## config.mk

```make
export PLATFORM = sky130hd
export DESIGN_NAME = length_prefixed_frame_deframer_top
export DESIGN_NICKNAME = d
export VERILOG_FILES = /design/src/design/dfrm_pkg.sv /design/src/design/dfrm_front.sv /design/src/design/dfrm_fifo.sv /design/src/design/dfrm_back.sv /design/src/design/length_prefixed_frame_deframer_top.sv
export SDC_FILE = /design/constraint.sdc
export NUM_CORES = 1
export LEC_CHECK = 0
export BUFFER_PORTS_ARGS = -buffer_cell sky130_fd_sc_hd__clkbuf_2
export CORE_MARGIN = 4
export CORE_UTILIZATION = 35
export CTS_CLUSTER_DIAMETER = 150
export DETAILED_ROUTE_END_ITERATION = 10
export PLACE_DENSITY_LB_ADDON = 0.2
export SLEW_MARGIN = 10
export SYNTH_ARGS = -nofsm -noshare
export SYNTH_HDL_FRONTEND = slang
export SYNTH_SLANG_ARGS = --single-unit
export TNS_END_PERCENT = 50
```

## constraint.sdc

```tcl
create_clock -name clock -period 12.9 [get_ports clock]
set_clock_uncertainty 0.1 [all_clocks]
set_input_delay 1.29 -clock clock [delete_from_list [all_inputs] [get_ports clock]]
set_output_delay 1.29 -clock clock [all_outputs]
set_load 0.01 [all_outputs]
```

## src/design/dfrm_pkg.sv

```systemverilog
package dfrm_pkg;

   // Header layout
   localparam int HEADER_BYTES = 9;
   localparam int HDR_IDX_W    = $clog2(HEADER_BYTES);

   // Payload length limits
   localparam int LEN_W = 25;
   localparam logic [LEN_W-1:0] DEFAULT_MAX = LEN_W'(16 * 1024 * 1024);
   localparam logic [LEN_W-1:0] LIMIT_MAX   =
      LEN_W'(16 * 1024 * 1024 + 256 * 2 + 65536 + 64);

   // Configuration register indexes
   localparam int CSR_IDX_W  = 2;
   localparam int CSR_DATA_W = LEN_W;
   localparam logic [CSR_IDX_W-1:0] CSR_MAGIC_FIRST  = 2'd0;
   localparam logic [CSR_IDX_W-1:0] CSR_MAGIC_SECOND = 2'd1;
   localparam logic [CSR_IDX_W-1:0] CSR_VERSION      = 2'd2;
   localparam logic [CSR_IDX_W-1:0] CSR_LENGTH_LIMIT = 2'd3;

   // Result kinds
   localparam logic [1:0] KIND_HEADER  = 2'd0;
   localparam logic [1:0] KIND_PAYLOAD = 2'd1;
   localparam logic [1:0] KIND_ERROR   = 2'd2;

   // Error codes
   localparam logic [1:0] ERR_MAGIC   = 2'd0;
   localparam logic [1:0] ERR_VERSION = 2'd1;
   localparam logic [1:0] ERR_LENGTH  = 2'd2;

   // Byte classes handed from the front end to the back end
   localparam int TAG_W = 4;
   localparam logic [TAG_W-1:0] TAG_MAGIC0  = 4'd0;
   localparam logic [TAG_W-1:0] TAG_MAGIC1  = 4'd1;
   localparam logic [TAG_W-1:0] TAG_VERSION = 4'd2;
   localparam logic [TAG_W-1:0] TAG_FLAGS   = 4'd3;
   localparam logic [TAG_W-1:0] TAG_OPCODE  = 4'd4;
   localparam logic [TAG_W-1:0] TAG_LEN0    = 4'd5;
   localparam logic [TAG_W-1:0] TAG_LEN1    = 4'd6;
   localparam logic [TAG_W-1:0] TAG_LEN2    = 4'd7;
   localparam logic [TAG_W-1:0] TAG_LEN3    = 4'd8;
   localparam logic [TAG_W-1:0] TAG_SKIP    = 4'd9;
   localparam logic [TAG_W-1:0] TAG_PAYLOAD = 4'd10;

   // Queue between front and back (power of two)
   localparam int QUEUE_DEPTH = 2;
   localparam int QPTR_W      = $clog2(QUEUE_DEPTH);

   // Result bus
   localparam int RSP_FIELDS_W = 8 + 8 + LEN_W + 8 + 2;
   localparam int RSP_TDATA_W  = ((RSP_FIELDS_W + 7) / 8) * 8;

   typedef struct packed {
      logic [TAG_W-1:0] tag;
      logic [7:0]       data;
      logic             hdr_done;
      logic             last;
   } entry_type;

   typedef struct packed {
      logic [7:0]       magic_first;
      logic [7:0]       magic_second;
      logic [7:0]       expected_version;
      logic [LEN_W-1:0] length_limit;
   } cfg_type;

endpackage

```

## src/design/dfrm_front.sv

```systemverilog
module dfrm_front (
   input  logic                clock,
   input  logic                reset,
   input  logic                req_tvalid,
   output logic                req_tready,
   input  logic [7:0]          req_tdata,
   output logic                push_valid,
   input  logic                push_ready,
   output dfrm_pkg::entry_type push_entry
);

   localparam logic PH_HEADER  = 1'b0;
   localparam logic PH_PAYLOAD = 1'b1;

   logic                                phase_ff, phase_in;
   logic [dfrm_pkg::HDR_IDX_W-1:0]      idx_ff, idx_in;
   logic [dfrm_pkg::LEN_W-1:0]          len_ff, len_in;
   logic [dfrm_pkg::LEN_W-1:0]          rem_ff, rem_in;
   logic [dfrm_pkg::LEN_W-1:0]          rem_dec;
   logic [dfrm_pkg::LEN_W-1:0]          len_next;
   logic                                accept;
   dfrm_pkg::entry_type                 entry;

   assign req_tready = push_ready;
   assign push_valid = req_tvalid;
   assign accept     = req_tvalid & push_ready;
   assign push_entry = entry;
   assign rem_dec    = rem_ff - dfrm_pkg::LEN_W'(1);

   always_comb begin
      entry.tag      = dfrm_pkg::TAG_SKIP;
      entry.data     = req_tdata;
      entry.hdr_done = 1'b0;
      entry.last     = 1'b0;
      len_next       = len_ff;
      phase_in       = phase_ff;
      idx_in         = idx_ff;
      len_in         = len_ff;
      rem_in         = rem_ff;

      if (phase_ff == PH_PAYLOAD) begin
         entry.tag  = dfrm_pkg::TAG_PAYLOAD;
         entry.last = (rem_dec == '0);
      end else begin
         case (idx_ff)
            dfrm_pkg::HDR_IDX_W'(0): entry.tag = dfrm_pkg::TAG_MAGIC0;
            dfrm_pkg::HDR_IDX_W'(1): entry.tag = dfrm_pkg::TAG_MAGIC1;
            dfrm_pkg::HDR_IDX_W'(2): entry.tag = dfrm_pkg::TAG_VERSION;
            dfrm_pkg::HDR_IDX_W'(3): entry.tag = dfrm_pkg::TAG_FLAGS;
            dfrm_pkg::HDR_IDX_W'(4): entry.tag = dfrm_pkg::TAG_OPCODE;
            dfrm_pkg::HDR_IDX_W'(5): entry.tag = dfrm_pkg::TAG_LEN0;
            dfrm_pkg::HDR_IDX_W'(6): entry.tag = dfrm_pkg::TAG_LEN1;
            dfrm_pkg::HDR_IDX_W'(7): entry.tag = dfrm_pkg::TAG_LEN2;
            dfrm_pkg::HDR_IDX_W'(8): entry.tag = dfrm_pkg::TAG_LEN3;
            default:                 entry.tag = dfrm_pkg::TAG_SKIP;
         endcase
         entry.hdr_done = (idx_ff == dfrm_pkg::HDR_IDX_W'(dfrm_pkg::HEADER_BYTES - 1));
      end

      // Track the length locally to count payload bytes; range checks live downstream
      case (entry.tag)
         dfrm_pkg::TAG_LEN0: len_next = dfrm_pkg::LEN_W'(req_tdata);
         dfrm_pkg::TAG_LEN1: len_next[15:8]  = req_tdata;
         dfrm_pkg::TAG_LEN2: len_next[23:16] = req_tdata;
         dfrm_pkg::TAG_LEN3: len_next[24]    = req_tdata[0];
         default:            len_next = len_ff;
      endcase

      if (accept) begin
         len_in = len_next;
         if (phase_ff == PH_PAYLOAD) begin
            rem_in = rem_dec;
            if (entry.last) begin
               phase_in = PH_HEADER;
               idx_in   = '0;
            end
         end else if (entry.hdr_done) begin
            idx_in = '0;
            if (len_next != '0) begin
               phase_in = PH_PAYLOAD;
               rem_in   = len_next;
            end
         end else begin
            idx_in = idx_ff + dfrm_pkg::HDR_IDX_W'(1);
         end
      end
   end

   always_ff @(posedge clock) begin
      if (reset) begin
         phase_ff <= PH_HEADER;
         idx_ff   <= '0;
         len_ff   <= '0;
         rem_ff   <= '0;
      end else begin
         phase_ff <= phase_in;
         idx_ff   <= idx_in;
         len_ff   <= len_in;
         rem_ff   <= rem_in;
      end
   end

endmodule

```

## src/design/dfrm_fifo.sv

```systemverilog
module dfrm_fifo (
   input  logic                clock,
   input  logic                reset,
   input  logic                wr_valid,
   output logic                wr_ready,
   input  dfrm_pkg::entry_type wr_entry,
   output logic                rd_valid,
   input  logic                rd_ready,
   output dfrm_pkg::entry_type rd_entry
);

   dfrm_pkg::entry_type                 slot_ff [dfrm_pkg::QUEUE_DEPTH];
   logic [dfrm_pkg::QPTR_W-1:0]         wr_ptr_ff, wr_ptr_in;
   logic [dfrm_pkg::QPTR_W-1:0]         rd_ptr_ff, rd_ptr_in;
   logic [dfrm_pkg::QPTR_W:0]           count_ff, count_in;
   logic                                push;
   logic                                pop;

   assign wr_ready = (count_ff != (dfrm_pkg::QPTR_W+1)'(dfrm_pkg::QUEUE_DEPTH));
   assign rd_valid = (count_ff != '0);
   assign rd_entry = slot_ff[rd_ptr_ff];
   assign push     = wr_valid & wr_ready;
   assign pop      = rd_valid & rd_ready;

   always_comb begin
      wr_ptr_in = push ? wr_ptr_ff + dfrm_pkg::QPTR_W'(1) : wr_ptr_ff;
      rd_ptr_in = pop  ? rd_ptr_ff + dfrm_pkg::QPTR_W'(1) : rd_ptr_ff;
      count_in  = count_ff;
      if (push && !pop) begin
         count_in = count_ff + (dfrm_pkg::QPTR_W+1)'(1);
      end else if (pop && !push) begin
         count_in = count_ff - (dfrm_pkg::QPTR_W+1)'(1);
      end
   end

   always_ff @(posedge clock) begin
      if (push) begin
         slot_ff[wr_ptr_ff] <= wr_entry;
      end
   end

   always_ff @(posedge clock) begin
      if (reset) begin
         wr_ptr_ff <= '0;
         rd_ptr_ff <= '0;
         count_ff  <= '0;
      end else begin
         wr_ptr_ff <= wr_ptr_in;
         rd_ptr_ff <= rd_ptr_in;
         count_ff  <= count_in;
      end
   end

endmodule

```

## src/design/dfrm_back.sv

```systemverilog
module dfrm_back (
   input  logic                              clock,
   input  logic                              reset,
   input  dfrm_pkg::cfg_type                 cfg,
   input  logic                              pop_valid,
   output logic                              pop_ready,
   input  dfrm_pkg::entry_type               pop_entry,
   output logic                              rsp_tvalid,
   input  logic                              rsp_tready,
   output logic [dfrm_pkg::RSP_TDATA_W-1:0]  rsp_tdata,
   output logic [1:0]                        rsp_tuser,
   output logic                              rsp_tlast
);

   logic                          err_ff, err_in;
   logic [7:0]                    flags_ff, flags_in;
   logic [7:0]                    opcode_ff, opcode_in;
   logic [dfrm_pkg::LEN_W-1:0]    len_ff, len_in;
   logic                          valid_ff, valid_in;
   logic [1:0]                    kind_ff, kind_in;
   logic [7:0]                    o_flags_ff, o_flags_in;
   logic [7:0]                    o_opcode_ff, o_opcode_in;
   logic [dfrm_pkg::LEN_W-1:0]    o_len_ff, o_len_in;
   logic [7:0]                    o_byte_ff, o_byte_in;
   logic                          o_last_ff, o_last_in;
   logic [1:0]                    o_code_ff, o_code_in;
   logic                          take;
   logic                          emit;
   logic                          fail;
   logic [1:0]                    fail_code;
   logic                          len_high;

   assign pop_ready = ~valid_ff | rsp_tready;
   assign take      = pop_valid & pop_ready;
   // Length bits 25..31 come from the top byte; any of them set is over every limit
   assign len_high  = |pop_entry.data[7:1];

   always_comb begin
      err_in      = err_ff;
      flags_in    = flags_ff;
      opcode_in   = opcode_ff;
      len_in      = len_ff;
      fail        = 1'b0;
      fail_code   = dfrm_pkg::ERR_MAGIC;
      emit        = 1'b0;
      kind_in     = kind_ff;
      o_flags_in  = o_flags_ff;
      o_opcode_in = o_opcode_ff;
      o_len_in    = o_len_ff;
      o_byte_in   = o_byte_ff;
      o_last_in   = o_last_ff;
      o_code_in   = o_code_ff;

      if (take && !err_ff) begin
         case (pop_entry.tag)
            dfrm_pkg::TAG_MAGIC0: begin
               fail = (pop_entry.data != cfg.magic_first);
            end
            dfrm_pkg::TAG_MAGIC1: begin
               fail = (pop_entry.data != cfg.magic_second);
            end
            dfrm_pkg::TAG_VERSION: begin
               fail      = (pop_entry.data != cfg.expected_version);
               fail_code = dfrm_pkg::ERR_VERSION;
            end
            dfrm_pkg::TAG_FLAGS:  flags_in  = pop_entry.data;
            dfrm_pkg::TAG_OPCODE: opcode_in = pop_entry.data;
            dfrm_pkg::TAG_LEN0:   len_in    = dfrm_pkg::LEN_W'(pop_entry.data);
            dfrm_pkg::TAG_LEN1:   len_in[15:8]  = pop_entry.data;
            dfrm_pkg::TAG_LEN2:   len_in[23:16] = pop_entry.data;
            dfrm_pkg::TAG_LEN3: begin
               len_in[24] = pop_entry.data[0];
               fail       = len_high | (len_in > cfg.length_limit);
               fail_code  = dfrm_pkg::ERR_LENGTH;
            end
            default: begin
            end
         endcase

         if (fail) begin
            err_in      = 1'b1;
            emit        = 1'b1;
            kind_in     = dfrm_pkg::KIND_ERROR;
            o_flags_in  = '0;
            o_opcode_in = '0;
            o_len_in    = '0;
            o_byte_in   = '0;
            o_last_in   = 1'b0;
            o_code_in   = fail_code;
         end else if (pop_entry.tag == dfrm_pkg::TAG_PAYLOAD) begin
            emit        = 1'b1;
            kind_in     = dfrm_pkg::KIND_PAYLOAD;
            o_flags_in  = flags_ff;
            o_opcode_in = opcode_ff;
            o_len_in    = len_ff;
            o_byte_in   = pop_entry.data;
            o_last_in   = pop_entry.last;
            o_code_in   = dfrm_pkg::ERR_MAGIC;
         end else if (pop_entry.hdr_done) begin
            emit        = 1'b1;
            kind_in     = dfrm_pkg::KIND_HEADER;
            o_flags_in  = flags_in;
            o_opcode_in = opcode_in;
            o_len_in    = len_in;
            o_byte_in   = '0;
            o_last_in   = (len_in == '0);
            o_code_in   = dfrm_pkg::ERR_MAGIC;
         end
      end

      if (emit) begin
         valid_in = 1'b1;
      end else if (rsp_tready) begin
         valid_in = 1'b0;
      end else begin
         valid_in = valid_ff;
      end
   end

   always_ff @(posedge clock) begin
      if (reset) begin
         err_ff    <= 1'b0;
         flags_ff  <= '0;
         opcode_ff <= '0;
         len_ff    <= '0;
         valid_ff  <= 1'b0;
      end else begin
         err_ff    <= err_in;
         flags_ff  <= flags_in;
         opcode_ff <= opcode_in;
         len_ff    <= len_in;
         valid_ff  <= valid_in;
      end
   end

   always_ff @(posedge clock) begin
      kind_ff     <= kind_in;
      o_flags_ff  <= o_flags_in;
      o_opcode_ff <= o_opcode_in;
      o_len_ff    <= o_len_in;
      o_byte_ff   <= o_byte_in;
      o_last_ff   <= o_last_in;
      o_code_ff   <= o_code_in;
   end

   assign rsp_tvalid = valid_ff;
   assign rsp_tuser  = kind_ff;
   assign rsp_tlast  = o_last_ff;
   assign rsp_tdata  = dfrm_pkg::RSP_TDATA_W'({o_code_ff, o_byte_ff, o_len_ff,
                                               o_opcode_ff, o_flags_ff});

endmodule

```

## src/design/length_prefixed_frame_deframer_top.sv

```systemverilog
// Length-prefixed frame deframer. Bytes enter one per transaction on req_ and
// are split into headers (two magic bytes, version, flags, opcode, 32-bit
// little-endian payload length) and payload bytes. Each completed header gives
// one kind 0 result carrying flags, opcode and length, tlast set when the
// payload is empty; each payload byte gives one kind 1 result, tlast on the
// final byte. A magic or version mismatch, or a length above the length limit
// register, gives a single kind 2 error result; every later byte is dropped
// until reset. Throughput is one byte per clock with no bubbles between frames
// while rsp_tready stays high. A byte passes through the two-entry queue
// between the classifying front end and the checking back end, then the
// output register, before its result is presented on rsp_. With rsp_tready
// low the queue and the output register absorb three bytes before req_tready
// drops. Write the csr_ registers only while the block is drained.
module length_prefixed_frame_deframer_top (
   input  logic                              clock,
   input  logic                              reset,
   // req_tdata: [7:0] data_byte
   input  logic                              req_tvalid,
   output logic                              req_tready,
   input  logic [7:0]                        req_tdata,
   // rsp_tdata: [7:0] frame_flags, [15:8] opcode, [40:16] payload_length,
   //            [48:41] payload_byte, [50:49] error_code, rest zero
   output logic                              rsp_tvalid,
   input  logic                              rsp_tready,
   output logic [dfrm_pkg::RSP_TDATA_W-1:0]  rsp_tdata,
   // rsp_tuser: [1:0] kind
   output logic [1:0]                        rsp_tuser,
   output logic                              rsp_tlast,
   input  logic                              csr_we,
   input  logic [dfrm_pkg::CSR_IDX_W-1:0]    csr_index,
   input  logic [dfrm_pkg::CSR_DATA_W-1:0]   csr_wdata
);

   dfrm_pkg::cfg_type     cfg_ff, cfg_in;
   dfrm_pkg::entry_type   push_entry;
   dfrm_pkg::entry_type   pop_entry;
   logic                  push_valid;
   logic                  push_ready;
   logic                  pop_valid;
   logic                  pop_ready;

   // Register file; the length limit maps zero to the default and clamps at the ceiling
   always_comb begin
      cfg_in = cfg_ff;
      if (csr_we) begin
         case (csr_index)
            dfrm_pkg::CSR_MAGIC_FIRST:  cfg_in.magic_first      = csr_wdata[7:0];
            dfrm_pkg::CSR_MAGIC_SECOND: cfg_in.magic_second     = csr_wdata[7:0];
            dfrm_pkg::CSR_VERSION:      cfg_in.expected_version = csr_wdata[7:0];
            dfrm_pkg::CSR_LENGTH_LIMIT: begin
               if (csr_wdata == '0) begin
                  cfg_in.length_limit = dfrm_pkg::DEFAULT_MAX;
               end else if (csr_wdata > dfrm_pkg::LIMIT_MAX) begin
                  cfg_in.length_limit = dfrm_pkg::LIMIT_MAX;
               end else begin
                  cfg_in.length_limit = csr_wdata;
               end
            end
            default: cfg_in = cfg_ff;
         endcase
      end
   end

   always_ff @(posedge clock) begin
      if (reset) begin
         cfg_ff.magic_first      <= '0;
         cfg_ff.magic_second     <= '0;
         cfg_ff.expected_version <= '0;
         cfg_ff.length_limit     <= dfrm_pkg::DEFAULT_MAX;
      end else begin
         cfg_ff <= cfg_in;
      end
   end

   // Front end: track header position and payload count, tag each byte
   dfrm_front u_front (
      .clock      (clock),
      .reset      (reset),
      .req_tvalid (req_tvalid),
      .req_tready (req_tready),
      .req_tdata  (req_tdata),
      .push_valid (push_valid),
      .push_ready (push_ready),
      .push_entry (push_entry)
   );

   // Queue decouples the front end from output backpressure
   dfrm_fifo u_fifo (
      .clock    (clock),
      .reset    (reset),
      .wr_valid (push_valid),
      .wr_ready (push_ready),
      .wr_entry (push_entry),
      .rd_valid (pop_valid),
      .rd_ready (pop_ready),
      .rd_entry (pop_entry)
   );

   // Back end: check header fields, hold frame info, latch sticky error, drive results
   dfrm_back u_back (
      .clock      (clock),
      .reset      (reset),
      .cfg        (cfg_ff),
      .pop_valid  (pop_valid),
      .pop_ready  (pop_ready),
      .pop_entry  (pop_entry),
      .rsp_tvalid (rsp_tvalid),
      .rsp_tready (rsp_tready),
      .rsp_tdata  (rsp_tdata),
      .rsp_tuser  (rsp_tuser),
      .rsp_tlast  (rsp_tlast)
   );

endmodule

```

==> out/metrics.cfg <==
[global_route]
grt_overflow=0
grt_pass1_vias=9369
grt_antenna_before_repair=0
grt_max_degree=88
grt_pass1_wl_um=52600
grt_usage_pct=17.8

[die]
dieHeight_um=193
start_util_pct=35.6
rows=67
core-area_um2=33500
die_w_um=193
pin_count=101
die-area_um2=37100

[pwr]
clockPowerShare_pct=30.7
combPwrFrac_pct=30.2
power.total_mw=2.60
switching_share_pct=35.1
p_switching_uw=913
pwr-share-seq_pct=39.1
p_leak_nw=5.31
p_per_area_nw_per_um2=189
ir_worst_vdd_mv=0.110
p_int_mw=1.69

[critical_path]
startpoint_type=flip-flop
worstSetupPathType=flip-flop to flip-flop
path_common_cell=buf_4
cp.buffers_inverters=2
worst-path-stages=10
path_delay_family=simple AND/OR/NAND/NOR gates
end_kind=flip-flop
crit_path_cell_trace=or3b_2 -> a211o_1 -> o22a_1 -> and3_1 -> or4_4 -> nor4_4 -> o22ai_4 -> buf_4 -> o31a_2 -> buf_4
crit_fanout=54
rr_worst_depth=10
critPathRequiredTime_ns=13.02
cp-endpoint=u_back.o_len_ff[8]$_SDFFCE_PP0P_
critPathSlowestCell=dfxtp_1
max_stage_delay_ns=1.01
rrSetupSlack_ns=7.90
cp.arrival_ns=5.12
r2r_end=u_back.o_len_ff[8]$_SDFFCE_PP0P_

[layout]
fillerInstances=3366
register_area_um2=5590
multi_input_area_um2=5810
diodes=0
finalNetCount=1429
final_cell_mix=nor2_1 (236), dfxtp_1 (156), clkbuf_2 (94), edfxtp_1 (82), nand2_1 (74)
drive_above_1_share_pct=17.0
final_area_um2=13700
area_delta_synth_final_pct=15.3
final_common_cell=nor2_1

[synth]
yosys_warnings=0
synth.ff_latch_count=238
synth_area_um2=11900
yosysUniqueCellTypes=79
synthArstFlopShare_pct=0
ys_top_cells_by_area=dfxtp_1 (26%), edfxtp_1 (21%), nor2_1 (7.4%)
synth_cells=1298
synth_edf_count=82
synthFlopType=dfxtp_1
synth_seq_area_share_pct=46.8
syn_area_per_cell_um2=9.19
yosys.area.top_type=dfxtp_1
synth_top_area_share_pct=26.2

[worst_hold_path]
hold-path-cell-count=2
hp-class=flip-flop to flip-flop

[timing]
fmax_mhz=200
setup_ws_ns=7.90
worst_pin_slew_ns=1.05
relSlewSlack_pct=30.1
setup-violations-final=0
drv_slew=0
hold-worst-slack_ns=0.349
hold_violations=0
rsz0062_at_grt=no
fin_setup_tns_ns=0
fin_crit_ns=5.00
post-route-period-util_pct=38.8

[clock_tree]
clock-root-buffer=clkbuf_16
cts_resized=0
htreeDepth=1
cts_tree=done
clk_path_buf_depth=3
cts_hold_buf=0
cts.clk_slew.worst_paths_ns=0.06
cts_buffers=28
cts.sinks=238
clk_latency_ns=0.55
cts_setup_buffers=0

[place]
finalWeightedCongestion=0.860
hpwlAfterDp_um=23100
postPlaceCellArea_um2=12800
io_buffers=95
place_ws_ns=7.88

[detailed_routing]
viasPerCell=5.42
wirelength_um=33800
drt-pass1-iter-count=5
drtAntennaViolNets=0
vias=9916
drc_errors=0
drt_iter0_drc=695
routedWlPerCell_um=18.5

[job]
max_cap_violations=0

[status]
outcome=finished, final reports clean

## power by group through the flow
stage	Sequential (mW)	Clock (mW)	Combinational, mW
after floorplan	1.03	0	0.516
after global placement	1.04	0	0.775
after detailed placement	1.04	0	0.785
after CTS	1.02	0.820	0.788
after global routing	1.03	0.859	0.865
final	1.02	0.800	0.785
## sequential cells by signal (all words and copies together) (netlist names), 25 cells and up, named ones only
signal	flops
u_front.len_ff	25
u_back.o_len_ff	25
u_front.rem_ff	25
cfg_ff	49
u_fifo.slot_ff	28
u_back.len_ff	25
## Yosys cell counts, drive strengths merged, types with 24 or more instances
| cell type | instances |
|---|---|
| nor3 | 33 |
| nor2 | 236 |
| inv | 51 |
| nand3 | 26 |
| a21oi | 67 |
| nor4 | 24 |
| ha | 30 |
| dfxtp | 156 |
| a22oi | 34 |
| a211oi | 71 |
| clkbuf | 71 |
| edfxtp | 82 |
| mux2i | 45 |
| nand2 | 75 |
| o21ai | 48 |
## cell type report
type | count | area share [%]
timing repair buffer | 120 | 4.84
clock inverter | 20 | 1.60
multi-input combinational | 920 | 42.2
clock buffer | 32 | 5.21
inverter | 51 | 1.39
sequential | 238 | 40.6
tap | 448 | 4.08
## stage by stage
stage | cells | utilization, %
after floorplan | 1302 | -
after global placement | 1777 | 38.2
after detailed placement | 1777 | 38.2
after CTS | 1829 | 41.0
after global routing | 1829 | 41.0
final | 1829 | 41.0
## per-layer routing
metal  track usage [%]  wire [um]  vias to the layer above
met5                 0          0                        -
met3              2.86       1780                       60
met2              28.7      15400                      272
li1                  -          -                     4882
met4              5.79       1050                        0
met1              24.5      15600                     4702
## kinds of logic after synthesis
family / Yosys count / share of synthesized area [%]
AND/OR/NAND/NOR: 492 / 19.5
AO/OA/AOI/OAI: 325 / 19.7
flip-flops: 238 / 46.8
buffers and inverters: 144 / 5.03
multiplexers: 59 / 5.10
adder cells (fa/ha/maj): 30 / 3.15
XOR/XNOR: 9 / 0.661
other: 1 / 0.0314
## worst min path at each step
stage / end / start / slack (ns)
2_1_floorplan: cfg_ff[6]$_SDFFE_PP0P_ / cfg_ff[6]$_SDFFE_PP0P_ / 0.33
3_3_place_gp: cfg_ff[9]$_SDFFE_PP0P_ / cfg_ff[9]$_SDFFE_PP0P_ / 0.35
3_5_place_dp: cfg_ff[6]$_SDFFE_PP0P_ / cfg_ff[6]$_SDFFE_PP0P_ / 0.34
4_1_cts: cfg_ff[6]$_SDFFE_PP0P_ / cfg_ff[6]$_SDFFE_PP0P_ / 0.35
5_1_grt: cfg_ff[9]$_SDFFE_PP0P_ / cfg_ff[9]$_SDFFE_PP0P_ / 0.39
6_report: cfg_ff[6]$_SDFFE_PP0P_ / cfg_ff[6]$_SDFFE_PP0P_ / 0.35
## worst reg2reg max path, delay by kind of cell, from the launching register on
family / cells / cell delay [ns]
simple gates: 4 / 1.77
flops: 1 / 1.01
compound gates: 4 / 1.13
buf+inv: 2 / 0.64
Power figures use the tool's default switching activity.
